[src/rtl/core/segment_intersection_point_macros.svh]
// ----------------------------------------------------------------------------
// segment intersection point assertion macros
// shared concurrent property wrappers clocked on clock, disabled in reset
// ----------------------------------------------------------------------------
`ifndef SEGMENT_INTERSECTION_POINT_MACROS_SVH
`define SEGMENT_INTERSECTION_POINT_MACROS_SVH

// same-cycle implication
`define SIP_ASSERT_IMP(lbl, ante, cons, msg) \
   lbl: assert property (@(posedge clock) disable iff (reset) (ante) |-> (cons)) \
      else $error(msg);

// next-cycle implication
`define SIP_ASSERT_NXT(lbl, ante, cons, msg) \
   lbl: assert property (@(posedge clock) disable iff (reset) (ante) |=> (cons)) \
      else $error(msg);

`endif

[src/rtl/core/sip_pkg.sv]
// ----------------------------------------------------------------------------
// sip_pkg
// shared types and codes of the segment intersection point pipeline
// ----------------------------------------------------------------------------
`default_nettype none

package sip_pkg;

   localparam int QW      = 16;   // quotient bits of t and u
   localparam int MW      = 65;   // magnitude width of determinant and numerators
   localparam int DIV_LEN = 16;   // one restoring step per stage

   localparam logic [1:0] VERDICT_PARALLEL = 2'd0;
   localparam logic [1:0] VERDICT_NONE     = 2'd1;
   localparam logic [1:0] VERDICT_CROSS    = 2'd2;

   localparam logic CSR_THRESHOLD = 1'b0;
   localparam logic CSR_MARGIN    = 1'b1;

   typedef struct packed {
      logic valid;
      logic parallel;
      logic fail;
   } sip_tag_type;

   typedef struct packed {
      logic signed [31:0] ax;
      logic signed [31:0] ay;
      logic signed [32:0] rx;
      logic signed [32:0] ry;
   } sip_carry_type;

   typedef struct packed {
      logic [MW-1:0] den;
      logic [MW-1:0] rem_t;
      logic [MW-1:0] rem_u;
      logic [QW-1:0] q_t;
      logic [QW-1:0] q_u;
   } sip_div_type;

endpackage

`default_nettype wire

[src/rtl/core/sip_div_step.sv]
// ----------------------------------------------------------------------------
// sip_div_step
// one registered restoring step for both the t and u quotients
// ----------------------------------------------------------------------------
`default_nettype none

module sip_div_step (
   input  wire logic              clock,
   input  wire logic              reset,
   input  wire logic              adv,
   input  sip_pkg::sip_tag_type   tag_in,
   input  sip_pkg::sip_carry_type carry_in,
   input  sip_pkg::sip_div_type   div_in,
   output sip_pkg::sip_tag_type   tag_out,
   output sip_pkg::sip_carry_type carry_out,
   output sip_pkg::sip_div_type   div_out
);
   import sip_pkg::*;

   sip_tag_type   tag_ff;
   sip_carry_type carry_ff;
   sip_div_type   div_ff;
   sip_div_type   div_in_c;

   logic [MW:0] sh_t, sh_u, dd_t, dd_u;
   logic        ge_t, ge_u;

   always_comb begin
      sh_t = {div_in.rem_t, 1'b0};
      sh_u = {div_in.rem_u, 1'b0};
      ge_t = sh_t >= {1'b0, div_in.den};
      ge_u = sh_u >= {1'b0, div_in.den};
      dd_t = ge_t ? sh_t - {1'b0, div_in.den} : sh_t;
      dd_u = ge_u ? sh_u - {1'b0, div_in.den} : sh_u;
      div_in_c.den   = div_in.den;
      div_in_c.rem_t = dd_t[MW-1:0];
      div_in_c.rem_u = dd_u[MW-1:0];
      div_in_c.q_t   = {div_in.q_t[QW-2:0], ge_t};
      div_in_c.q_u   = {div_in.q_u[QW-2:0], ge_u};
   end

   always_ff @(posedge clock) begin
      if (reset) begin
         tag_ff <= '0;
      end else if (adv) begin
         tag_ff <= tag_in;
      end
   end

   always_ff @(posedge clock) begin
      if (adv) begin
         carry_ff <= carry_in;
         div_ff   <= div_in_c;
      end
   end

   assign tag_out   = tag_ff;
   assign carry_out = carry_ff;
   assign div_out   = div_ff;

endmodule

`default_nettype wire

[config.mk]
export PLATFORM = sky130hd
export DESIGN_NAME = sip_div_step
export DESIGN_NICKNAME = d
export VERILOG_FILES = /design/src/rtl/core/segment_intersection_point_macros.svh /design/src/rtl/core/sip_pkg.sv /design/src/rtl/core/sip_div_step.sv
export SDC_FILE = /design/constraint.sdc
export NUM_CORES = 1
export LEC_CHECK = 0
export BUFFER_PORTS_ARGS = -buffer_cell sky130_fd_sc_hd__buf_2
export CAP_MARGIN = 20
export CORE_AREA = 2 2 282 284
export DETAILED_ROUTE_END_ITERATION = 10
export DIE_AREA = 0 0 284 286
export GPL_ROUTABILITY_DRIVEN = 0
export PLACE_DENSITY = 0.48
export SETUP_SLACK_MARGIN = 0.05
export SYNTH_ARGS = -nofsm -noshare
export SYNTH_HDL_FRONTEND = slang
export SYNTH_SLANG_ARGS = --single-unit
[constraint.sdc]
create_clock -name clock -period 4.4 [get_ports clock]
set_input_delay 0.66 -clock clock [delete_from_list [all_inputs] [get_ports clock]]
set_output_delay 0.66 -clock clock [all_outputs]
set_load 0.03 [all_outputs]
Word-level counts from Yosys, hierarchy flattened. Cells that the tools add are included.

Input bits: 363. Output and inout bits: 360. Register bits after elaboration: 360.

$lt $le $gt $ge: 2. Muxes and demuxes: 2. Add/subtract/negate cells: 2.

Operator list (count): greater-or-equal comparator 66 x 65 -> 1 bit (2); 2-to-1 mux 65 bit (2); subtractor 65 bit (2).

Longest topological paths before layout.
Depth after elaboration: 2. Gate-level depth with buffers: 15. Mapped depth without buffers: 13.

Worst setup path before layout. Ideal clock, no wire load.

Kind: input -> register. Start point: input div_in[32] (netlist name). End point: register div_ff, in the netlist div_out[91] (data pin). Path slack: 617 ps. Data arrival time: 3523 ps. Data required time: 4140 ps. Stages on the path: 14. Path through: inv_1 fa_1 nand2b_1 a21oi_1 o31ai_2 a2111oi_2 o31ai_2 o21ba_2 o21ai_2 a31oi_2 o21ai_1 buf_4 buf_4 mux2_2.

Longest elaborated chain between the ends: 2. Elaborated cells on any way between the ends: 3. Classes of those cells: 1 x add/sub; 1 x order compare; 1 x mux.

Ends and longest elaborated chain: start: declaration (RTL line sip_div_step.sv:13) `input sip_pkg::sip_div_type div_in,`; greater-or-equal comparator 66 x 65 -> 1 bit (RTL line sip_div_step.sv:32) `ge_u = sh_u >= {1'b0, div_in.den};`; named net ge_u (RTL line sip_div_step.sv:26) `logic ge_t, ge_u;`; 2-to-1 mux 65 bit (RTL line sip_div_step.sv:34) `dd_u = ge_u ? sh_u - {1'b0, div_in.den} : sh_u;`; named net dd_u[59] (RTL line sip_div_step.sv:25) `logic [MW:0] sh_t, sh_u, dd_t, dd_u;`; end signal: assignment (RTL line sip_div_step.sv:53) `div_ff <= div_in_c;`; end: declaration (RTL line sip_div_step.sv:22) `sip_div_type div_ff;`.

The timed path passes the listed nets, and every way through them passes these cells. A chain may end at the register's enable or synchronous reset.

Worst setup path after layout.
Start point: input div_in[167] (netlist name). End point: register div_ff, in the netlist div_out[86] (data pin).

Longest elaborated chain between the ends: 2. Elaborated cells on any way between the ends: 3. Classes of those cells: 1 x add/sub; 1 x order compare; 1 x mux.

Ends and longest elaborated chain (RTL line): subtractor 65 bit or greater-or-equal comparator 66 x 65 -> 1 bit (tied branches) (sip_div_step.sv:34, sip_div_step.sv:32); 2-to-1 mux 65 bit (*) (sip_div_step.sv:34); named net dd_u[54] (sip_div_step.sv:25).

Mark *: on every way through the listed nets, which the timed path passes. The rest lies on a longest branch.

==> impl_metrics.csv <==
group,metric,value,unit
outcome,status,"finished clean",
drt,drc,0,
power,clock_power_share,0.335,
timing,max_freq,256,MHz
global_routing,antenna_found_initial,35,
hold_path,hp-class,"primary input to register",
floorplanning,io_pins,723,
timing,finalMaxSlewViolations,0,
run,maxCapViolCount,0,
power,power_switching,3.82,mW
synth,yosys.area.top_type,"edfxtp_1",
placement,hpwl,68900,µm
finish,register_area,10800,µm²
finish,nNetsFinal,3097,
setup_path,cp_cell_sequence,"buf_2, inv_1, ha_1, o211ai_1, a21oi_1, buf_4, o31ai_2, a2111oi_2, buf_4, o31ai_2, buf_4, o21ai_0, a21oi_1, o21ai_0, buf_4, xnor2_1, mux2_1",
drt,drt_iter0_drc,1224,
synth,synth.distinct_cells,76,
placement,io_buffers,720,
timing,setup_viol,0,
timing,fin_crit_sh,0.886,
cts,insertion_delay,580,ps
synth,synthTopCellsByArea,"edfxtp_1, ha_1, a21oi_1",
synth,syn_avg_cell_area,11.1,µm²
cts,root_buffer,"clkbuf_16",
global_routing,grt_start_max_net_pins,108,
synth,synth_top_cell_area_share,0.531,
timing,fin_skew,0,ps
global_routing,grt_pass1_wl,119000,µm
synth,ys.flop_type,"edfxtp_1",
timing,hold_violations,0,
setup_path,max_stage_delay,460,ps
cts,clk_pin_slew,60,ps
synth,yosysMostFrequentCell,"edfxtp_1",
global_routing,grt_use_total,0.196,
floorplanning,core,78400,µm²
setup_path,crit_slowest_cell,"o31ai_2",
drt,drt-met1-wl,32500,µm
cts,clockBufferDepth,3,
power,switching_share,0.336,
floorplanning,num_rows,103,
timing,worstMarginPinSlew,974,ps
floorplanning,start_util,0.258,
finish,num-fill-cells,8153,
setup_path,cp-end-kind,"register",
synth,async_flop_share,0,
finish,syn_to_final_growth,34.5,%
drt,detail-route-antenna-nets,0,
drt,wirelength,83700,µm
setup_path,critPathMaxFanout,3,
drt,vias,17800,
synth,synth_top_cells_by_count,"edfxtp_1, a21oi_1, nand2_1, nor2_1, ha_1",
power,leakagePower,11.6,nW
finish,multi_input_comb_area,8750,µm²
timing,tns,0,ps
floorplanning,fp.dieW,284,µm
synth,synth-seq-cells,360,
placement,placed_cell_area,25600,µm²
synth,synthCells,1820,
drt,dr_wl_met3,6490,µm
finish,drive_above_1_share,0.359,
cts,cts_tree,"yes",
global_routing,first_global_vias,17900,
power,p_comb_frac,0.282,
synth,syn_nets,2315,
drt,top_layer,"met5",
power,p_seq_frac,0.384,
timing,timing.final.crit_period,3900,ps
drt,wire_per_inst,22.6,µm
synth,ys_warn_count,0,
cts,cts_sinks,360,
setup_path,critPathRequiredTime,4730,ps
power,powerDensity,419,nW/µm²
setup_path,crit_type,"primary input to register",
cts,cts_resized,0,
synth,synth_edf_count,357,
finish,design_area,27200,µm²
cts,cts_buffers,44,
global_routing,grt.overflow.total,0,
drt,drt-pass1-iter-count,5,
timing,slew-limit-headroom,0.351,
timing,rsz0062_at_grt,"no",
floorplanning,die_h,286,µm
cts,htreeDepth,2,
cts,holdBufCountCts,0,
synth,yosysSeqAreaShare,0.533,
setup_path,crit_top_cell,"buf_4",
setup_path,critPathLaunchType,"primary input",
synth,netlist_area,20200,µm²
power,ir_drop,0.000236,V
cts,post-cts-setup-buffers,0,
drt,via_per_inst,4.79,
drt,met2_length,41200,µm
floorplanning,dieArea,81200,µm²
power,p_int,7.56,mW
power,power,11.4,mW
setup_path,cp.arrival,4230,ps
[flip-flops by register name (all words and copies together), names as in the netlist]
signal     cells
carry_out    130
div_out      227
tag_out        3
[critical path, delay by kind of cell]
kind	cells	cell delay, ps
xor gates and xnor gates	1	120
adders and majority gates	1	290
muxes	1	290
AOI/OAI and AO/OA	8	1910
buffers and inverters	6	940
[logic make-up (layout without fill, tap and decap cells)]
| kind of cell | count (synthesis) | count (layout) | share of synthesized area |
|---|---|---|---|
| other | 0 | 20 | 0 |
| muxes | 69 | 69 | 0.0380 |
| AOI/OAI and AO/OA | 518 | 518 | 0.158 |
| buffers and inverters | 179 | 995 | 0.0345 |
| and+or+nand+nor | 442 | 442 | 0.102 |
| adders and majority gates | 132 | 132 | 0.0825 |
| DFF | 360 | 360 | 0.533 |
| xor gates and xnor gates | 120 | 120 | 0.0520 |
[cells in the final DEF (no fill, tap or decap), types with 15 or more instances in the layout]
| master | n |
|---|---|
| o21bai_1 | 25 |
| inv_1 | 103 |
| clkbuf_16 | 45 |
| ha_1 | 130 |
| diode_2 | 20 |
| mux2_1 | 16 |
| nand3_1 | 23 |
| nor3_1 | 33 |
| mux2_2 | 46 |
| nand2_1 | 136 |
| o21a_1 | 15 |
| buf_4 | 82 |
| buf_2 | 719 |
| a21o_1 | 45 |
| edfxtp_1 | 357 |
| nor2_1 | 131 |
| a31oi_1 | 15 |
| xnor2_1 | 67 |
| o21ai_0 | 106 |
| a21oi_1 | 208 |
| nand4_1 | 44 |
| xor2_1 | 53 |
[final cells by class]
| class | instances | share of cell area |
|---|---|---|
| Sequential cell | 360 | 0.397 |
| Clock buffer | 50 | 0.0421 |
| Timing Repair Buffer | 811 | 0.162 |
| Antenna cell | 20 | 0.00184 |
| Clock inverter | 30 | 0.0126 |
| Tap cell | 1050 | 0.0483 |
| Inverter | 104 | 0.0144 |
| Multi-Input combinational cell | 1281 | 0.322 |
[stage by stage]
step                hold WS (ps)  utilization  std cells  setup WS, ps
finish                       237        0.347       3706           500
global route                 211        0.347       3697           364
CTS                          201        0.346       3686           496
detailed placement           478        0.327       3606          -101
global placement             476        0.327       3606         -66.9
floorplan                    630            -       1820           617
[power by group through the flow]
stage | Combinational [mW] | Clock (mW) | Sequential [mW]
final | 3.21 | 3.81 | 4.36
after global routing | 3.44 | 4.05 | 4.40
after CTS | 3.22 | 3.93 | 4.37
after detailed placement | 3.20 | 0 | 4.43
after global placement | 3.20 | 0 | 4.44
after floorplan | 1.21 | 0 | 5.17
[path summary, 6_finish.rpt]
check	startpoint	endpoint	slack [ps]	depth (start not counted)
worst max-delay path	div_in[167]	div_out[86]	500	17
worst min-delay path	carry_in[9]	carry_out[9]	240	1
worst max register to register	tag_out[2]	tag_out[2]	3810	2
worst min register to register	tag_out[0]	tag_out[0]	490	2
[routing by layer]
metal	vias up	global-route usage
met4	28	0.0850
li1	8389	-
met3	155	0.0564
met1	8486	0.224
met2	710	0.341
met5	-	0
Note: power is estimated with default switching activity, not from simulation.
