[config.mk]
export PLATFORM = sky130hd
export DESIGN_NAME = sip_back
export DESIGN_NICKNAME = d
export VERILOG_FILES = /design/src/rtl/core/segment_intersection_point_macros.svh /design/src/rtl/core/sip_pkg.sv /design/src/rtl/core/sip_back.sv
export SDC_FILE = /design/constraint.sdc
export NUM_CORES = 2
export LEC_CHECK = 0
export BUFFER_PORTS_ARGS = -buffer_cell sky130_fd_sc_hd__buf_2
export CAP_MARGIN = 20
export CORE_MARGIN = 2
export CORE_UTILIZATION = 60
export CTS_CLUSTER_DIAMETER = 60
export DETAILED_ROUTE_END_ITERATION = 8
export GPL_ROUTABILITY_DRIVEN = 0
export HOLD_SLACK_MARGIN = 0.08
export PLACE_DENSITY = 0.91
export SETUP_SLACK_MARGIN = 0.3
export SYNTH_ARGS = -nofsm -noshare
export SYNTH_HDL_FRONTEND = slang
export SYNTH_SLANG_ARGS = --single-unit
export TNS_END_PERCENT = 50
[constraint.sdc]
create_clock -name clock -period 9.3 [get_ports clock]
set_input_delay 0.465 -clock clock [delete_from_list [all_inputs] [get_ports clock]]
set_output_delay 0.465 -clock clock [all_outputs]
set_load 0.1 [all_outputs]
[src/rtl/core/segment_intersection_point_macros.svh]
// ----------------------------------------------------------------------------
// segment intersection point assertion macros
// shared concurrent property wrappers clocked on clock, disabled in reset
// ----------------------------------------------------------------------------
`ifndef SEGMENT_INTERSECTION_POINT_MACROS_SVH
`define SEGMENT_INTERSECTION_POINT_MACROS_SVH

// same-cycle implication
`define SIP_ASSERT_IMP(lbl, ante, cons, msg) \
   lbl: assert property (@(posedge clock) disable iff (reset) (ante) |-> (cons)) \
      else $error(msg);

// next-cycle implication
`define SIP_ASSERT_NXT(lbl, ante, cons, msg) \
   lbl: assert property (@(posedge clock) disable iff (reset) (ante) |=> (cons)) \
      else $error(msg);

`endif

[src/rtl/core/sip_pkg.sv]
// ----------------------------------------------------------------------------
// sip_pkg
// shared types and codes of the segment intersection point pipeline
// ----------------------------------------------------------------------------
`default_nettype none

package sip_pkg;

   localparam int QW      = 16;   // quotient bits of t and u
   localparam int MW      = 65;   // magnitude width of determinant and numerators
   localparam int DIV_LEN = 16;   // one restoring step per stage

   localparam logic [1:0] VERDICT_PARALLEL = 2'd0;
   localparam logic [1:0] VERDICT_NONE     = 2'd1;
   localparam logic [1:0] VERDICT_CROSS    = 2'd2;

   localparam logic CSR_THRESHOLD = 1'b0;
   localparam logic CSR_MARGIN    = 1'b1;

   typedef struct packed {
      logic valid;
      logic parallel;
      logic fail;
   } sip_tag_type;

   typedef struct packed {
      logic signed [31:0] ax;
      logic signed [31:0] ay;
      logic signed [32:0] rx;
      logic signed [32:0] ry;
   } sip_carry_type;

   typedef struct packed {
      logic [MW-1:0] den;
      logic [MW-1:0] rem_t;
      logic [MW-1:0] rem_u;
      logic [QW-1:0] q_t;
      logic [QW-1:0] q_u;
   } sip_div_type;

endpackage

`default_nettype wire

[src/rtl/core/sip_back.sv]
// ----------------------------------------------------------------------------
// sip_back
// band test on t and u, point interpolation and result register (3 stages)
// ----------------------------------------------------------------------------
`default_nettype none

module sip_back (
   input  wire logic                clock,
   input  wire logic                reset,
   input  wire logic                adv,
   input  wire logic [14:0]         margin,
   input  sip_pkg::sip_tag_type     tag_in,
   input  sip_pkg::sip_carry_type   carry_in,
   input  sip_pkg::sip_div_type     div_in,
   output logic                     out_valid,
   output logic [1:0]               out_verdict,
   output logic signed [31:0]       out_x,
   output logic signed [31:0]       out_y
);
   import sip_pkg::*;

   logic [2:0]         v_ff;
   logic [16:0]        limit;
   logic               ok_t, ok_u;
   logic [1:0]         verdict1_ff, verdict2_ff, verdict3_ff;
   logic [QW-1:0]      t1_ff;
   sip_carry_type      c1_ff;
   logic signed [49:0] px2_ff, py2_ff;
   logic signed [31:0] ax2_ff, ay2_ff, x3_ff, y3_ff;

   // open band: margin < q < 1.0 - margin
   assign limit = 17'h10000 - {2'b00, margin};
   assign ok_t  = (div_in.q_t != '0) && ({1'b0, div_in.q_t} > {2'b00, margin}) &&
                  ({1'b0, div_in.q_t} < limit);
   assign ok_u  = (div_in.q_u != '0) && ({1'b0, div_in.q_u} > {2'b00, margin}) &&
                  ({1'b0, div_in.q_u} < limit);

   always_ff @(posedge clock) begin
      if (reset) begin
         v_ff <= '0;
      end else if (adv) begin
         v_ff <= {v_ff[1:0], tag_in.valid};
      end
   end

   always_ff @(posedge clock) begin
      if (adv) begin
         if (tag_in.parallel) begin
            verdict1_ff <= VERDICT_PARALLEL;
         end else if (tag_in.fail || !ok_t || !ok_u) begin
            verdict1_ff <= VERDICT_NONE;
         end else begin
            verdict1_ff <= VERDICT_CROSS;
         end
         t1_ff <= div_in.q_t;
         c1_ff <= carry_in;

         // signed product then arithmetic shift gives the floored offset
         px2_ff      <= $signed({1'b0, t1_ff}) * c1_ff.rx;
         py2_ff      <= $signed({1'b0, t1_ff}) * c1_ff.ry;
         ax2_ff      <= c1_ff.ax;
         ay2_ff      <= c1_ff.ay;
         verdict2_ff <= verdict1_ff;

         verdict3_ff <= verdict2_ff;
         x3_ff <= (verdict2_ff == VERDICT_CROSS) ? ax2_ff + px2_ff[47:16] : '0;
         y3_ff <= (verdict2_ff == VERDICT_CROSS) ? ay2_ff + py2_ff[47:16] : '0;
      end
   end

   assign out_valid   = v_ff[2];
   assign out_verdict = verdict3_ff;
   assign out_x       = x3_ff;
   assign out_y       = y3_ff;

endmodule

`default_nettype wire

Word-level counts from Yosys, hierarchy flattened
Index checks and enable logic that the tools add are counted.
Storage, ports and cells
  word-level logic and storage cells: 36
  bits of input ports: 378
  flip-flop bits (word level): 379
Cells by class
  mux-type cells: 1
  $lt $le $gt $ge: 4
  multipliers: 2
  add/sub/neg operators: 3
  equal/unequal tests: 1
  reduce and logical (&&, ||, !) cells: 10
Operator list (number)
  17-bit by 33-bit multiplier with 48-bit output: 2
  32-bit adder: 2
  16-bit by 17-bit less-than comparator with 1-bit output: 2
  16-bit by 15-bit > comparator with 1-bit output: 2
  16-bit nonzero test: 2
  17-bit by 15-bit subtractor with 17-bit output (first input constant): 1
  1-bit logical AND: 4
  2-bit equality test (second input constant): 1
  1-bit zero test: 2
  1-bit logical OR: 2
  2-bit 2-to-1 mux: 1

Logic depth before layout (Yosys ltp)
  word-level depth: 7
  gate-level depth with buffers: 26

Worst setup path before layout
Ideal clock, no wire load.
  path type: register to register
  start point: register t1_ff[8]
  end point: register px2_ff[38] (data pin)
  stages on the path, launching flop included: 25
  clock period less this slack: 6453 ps
  data required time: 9035 ps
  slack: 2847 ps
  data arrival time: 6188 ps
  cell sequence: edfxtp_1 clkbuf_1 clkbuf_1 nand2_1 fa_1 inv_1 fa_1 inv_1 fa_1 inv_1 fa_1 fa_1 inv_1 fa_1 inv_1 ha_1 a21o_1 a221o_1 nor3b_1 a21o_1 a31oi_2 a21o_1 a21oi_1 o21ai_0 xor2_1
On the way
  cells in the longest elaborated chain, start to end: 1
Ends and longest elaborated chain
  start: declaration: line sip_back.sv:26  | logic [QW-1:0] t1_ff;
  start signal: assignment: line sip_back.sv:55  | t1_ff <= div_in.q_t;
  17-bit by 33-bit multiplier with 48-bit output: line sip_back.sv:59  | px2_ff <= $signed({1'b0, t1_ff}) * c1_ff.rx;
  end signal: assignment: line sip_back.sv:59
  end: declaration: line sip_back.sv:28  | logic signed [49:0] px2_ff, py2_ff;
No other way between the ends.
A chain may end at the register's enable or synchronous reset.

Final worst setup path
  start point: register t1_ff[4]
  end point: register py2_ff[30] (data pin)
On the way
  cells in the longest elaborated chain, start to end: 1
Ends and longest elaborated chain
  17-bit by 33-bit multiplier with 48-bit output: line sip_back.sv:60  | py2_ff <= $signed({1'b0, t1_ff}) * c1_ff.ry;
  end signal: assignment: line sip_back.sv:60
  end: declaration: line sip_back.sv:28
No other way between the ends.

==> flow_metrics.tcl <==
set metrics [dict create \
    cts.sinks 347 \
    hold_viol 0 \
    die_h_um 293 \
    final_area_um2 55400 \
    cts_root_buf "clkbuf_16" \
    critPathArrivalTime_ns 8.37 \
    routed_via_density 5.74 \
    setup_viol_count_final 0 \
    cts_tree "yes" \
    drive_gt1_share_pct 7.32 \
    ctsResizeCount 0 \
    drc_errors 0 \
    cts_buffers 48 \
    clock_path_buffers 3 \
    nFillCells 5934 \
    maxCapViolCount 0 \
    grt_max_degree 98 \
    synth_top_cell_by_area "fa_1" \
    slew_viol_final 0 \
    postCtsSetupBuffers 0 \
    area_delta_synth_final_pct 10.4 \
    clkTransAtPathRegs_ns 0.06 \
    core-area_um2 83300 \
    grt_pass1_wl_mm 212 \
    slowest_delay_ns 1.15 \
    synth_edf_count 344 \
    synth_seq_cells 347 \
    grt_pass1_vias 41400 \
    crit_path_end_kind "register" \
    finalCritPeriodShare_pct 86.1 \
    crit_type "reg2reg" \
    antenna_left 0 \
    yosysSeqAreaShare_pct 20.7 \
    synthArstFlopShare_pct 0 \
    synth_top_area_share_pct 39.1 \
    setup-tns-final_ns 0 \
    syn-num-nets 6686 \
    r2r_cells 20 \
    status "finished clean" \
    worst_slew_pin_slew_ns 1.21 \
    cts_max_level 2 \
    max_freq_mhz 125 \
    gr-total-overflow 0 \
    vias 36600 \
    routed_wl_mm 130 \
    synthCells 4981 \
    synth_flop_cell "edfxtp_1" \
    ys.warnings.count 0 \
    boundaryPins 445 \
    worstPathCellList "buf_4 -> nand2_1 -> fa_1 -> fa_1 -> fa_1 -> inv_1 -> fa_1 -> fa_1 -> fa_1 -> ha_1 -> a2111oi_0 -> o21ai_0 -> o21ai_0 -> o31ai_1 -> buf_4 -> a21oi_1 -> o21ai_1 -> a21o_1 -> a21oi_1 -> xnor2_1" \
    antenna_found_initial 2 \
    slowest_stage "edfxtp_1" \
    wl_per_cell_um 20.4 \
    critical_path_depth 20 \
    crit_family "adder cells" \
    synthTopCellsByArea "fa_1 (39%), edfxtp_1 (21%), inv_1 (8.8%)" \
    clock_latency_ns 0.63 \
    dr.pass1.iters 6 \
    worst-path-buf-inv 3 \
    synth_cell_types 69 \
    max_slew_margin_pct 19.6 \
    placed_cell_area_um2 52400 \
    clock_skew_ns 0.0302 \
    die_w_um 293 \
    cp.required_ns 9.65 \
    io_buffer_count 249 \
    rsz0062_at_grt "false" \
    syn_area_per_cell_um2 10.1 \
    cts_hold_buf 128 \
    syn_area_um2 50200 \
    critical_path.most_common_cell "fa_1" \
    num_rows 106 \
    multi_input_area_um2 34700 \
    min_path_cells 1 \
    die_area_um2 86000 \
    register_area_um2 10400 \
    worstHoldPathType "in2reg" \
    track_usage_pct 31.8 \
    fin_crit_ns 8.01 \
    num-nets-final 6966 \
    path_max_fanout 32 \
    hpwl_mm 95.8 \
    drt_iter0_markers 2777 \
    start_util_pct 60.3 \
    start_kind "register" \
]
==> stage by stage <==
| step | instances | util [%] | hold slack [ns] | setup slack (ns) |
|---|---|---|---|---|
| 6_report | 6381 | 66.6 | 0.0984 | 1.29 |
| 3_3_place_gp | 6160 | 62.9 | 0.401 | 1.73 |
| 3_5_place_dp | 6160 | 62.9 | 0.405 | 1.51 |
| 2_1_floorplan | 4981 | - | 0.400 | 2.85 |
| 5_1_grt | 6379 | 66.5 | 0.0813 | 1.08 |
| 4_1_cts | 6376 | 66.5 | 0.0810 | 1.46 |
==> sequential cells by signal (all words and copies together) (netlist names) <==
name / count
c1_ff: 130
py2_ff: 32
verdict1_ff: 2
ay2_ff: 32
v_ff: 3
verdict2_ff: 2
t1_ff: 16
out_y: 32
out_verdict: 2
out_x: 32
ax2_ff: 32
px2_ff: 32
==> logic make-up (layout without fill, tap and decap cells) <==
| group | after synthesis | count (layout) | synth area share, % |
|---|---|---|---|
| other | 0 | 2 | 0 |
| AOI/OAI and AO/OA | 371 | 371 | 4.89 |
| and+or+nand+nor | 1433 | 1433 | 14.0 |
| buffers and inverters | 1361 | 1679 | 10.2 |
| xor gates and xnor gates | 136 | 136 | 2.37 |
| DFF | 347 | 347 | 20.7 |
| adders and majority gates | 1327 | 1327 | 47.7 |
| muxes | 6 | 6 | 0.120 |
==> cell usage after synthesis, drive strengths merged (36+ instances only) <==
master	instances
o21ai	54
nand2	661
edfxtp	344
fa	980
clkbuf	186
ha	347
xor2	50
nor2	113
a21oi	108
a21o	54
o21a	36
inv	1173
xnor2	86
and2	475
==> worst register-to-register path: stages (launching register included) <==
cell and delay (ns):
edfxtp_1 1.15, buf_4 0.63, nand2_1 0.14, fa_1 0.49, fa_1 0.50, fa_1 0.43, inv_1 0.07, fa_1 0.43
fa_1 0.57, fa_1 0.44, ha_1 0.33, a2111oi_0 0.33, o21ai_0 0.13, o21ai_0 0.60, o31ai_1 0.17, buf_4 0.20
a21oi_1 0.26, o21ai_1 0.17, a21o_1 0.23, a21oi_1 0.19, xnor2_1 0.27
==> per-layer routing <==
| metal | routed length, um | vias up | GRT usage, % |
|---|---|---|---|
| met4 | 9590 | 0 | 19.9 |
| met5 | 0 | - | 0 |
| met2 | 65200 | 2089 | 54.8 |
| met3 | 11400 | 629 | 6.51 |
| met1 | 44200 | 18300 | 36.3 |
| li1 | - | 15700 | - |
==> placed cells by master (no fill, tap or decap), types with 21 or more instances in the layout <==
cell / synthesis / final
nand3_1: 28 / 28
inv_1: 1173 / 1173
clkbuf_16: 0 / 49
o21a_1: 36 / 36
a21oi_1: 108 / 108
nor3_1: 29 / 29
fa_1: 980 / 980
edfxtp_1: 344 / 344
o21ai_0: 52 / 52
buf_4: 0 / 35
ha_1: 347 / 347
a211oi_1: 21 / 21
dlygate4sd3_1: 0 / 128
nand2_1: 661 / 661
xor2_1: 50 / 50
xnor2_1: 86 / 86
and2_1: 475 / 475
buf_2: 0 / 248
a21o_1: 54 / 54
nor2_1: 112 / 112
==> layout make-up <==
type,instances,share of cell area [%]
Timing Repair Buffer,418,5.26
Antenna cell,2,0.00903
Multi-Input combinational cell,3273,62.6
Clock inverter,31,0.747
Clock buffer,57,2.27
Tap cell,1080,2.44
Inverter,1173,7.94
Sequential cell,347,18.7
==> worst paths after layout <==
kind | start | to | slack (ns)
worst min-delay path | div_in[27] | t1_ff[11] | 0.1
worst min register to register | c1_ff[116] | ax2_ff[18] | 0.41
worst max register to register | t1_ff[4] | py2_ff[30] | 1.29
worst max-delay path | t1_ff[4] | py2_ff[30] | 1.29
Power is not shown: default switching activity piles up to over one toggle a cycle in this logic, so the estimate is an artifact.
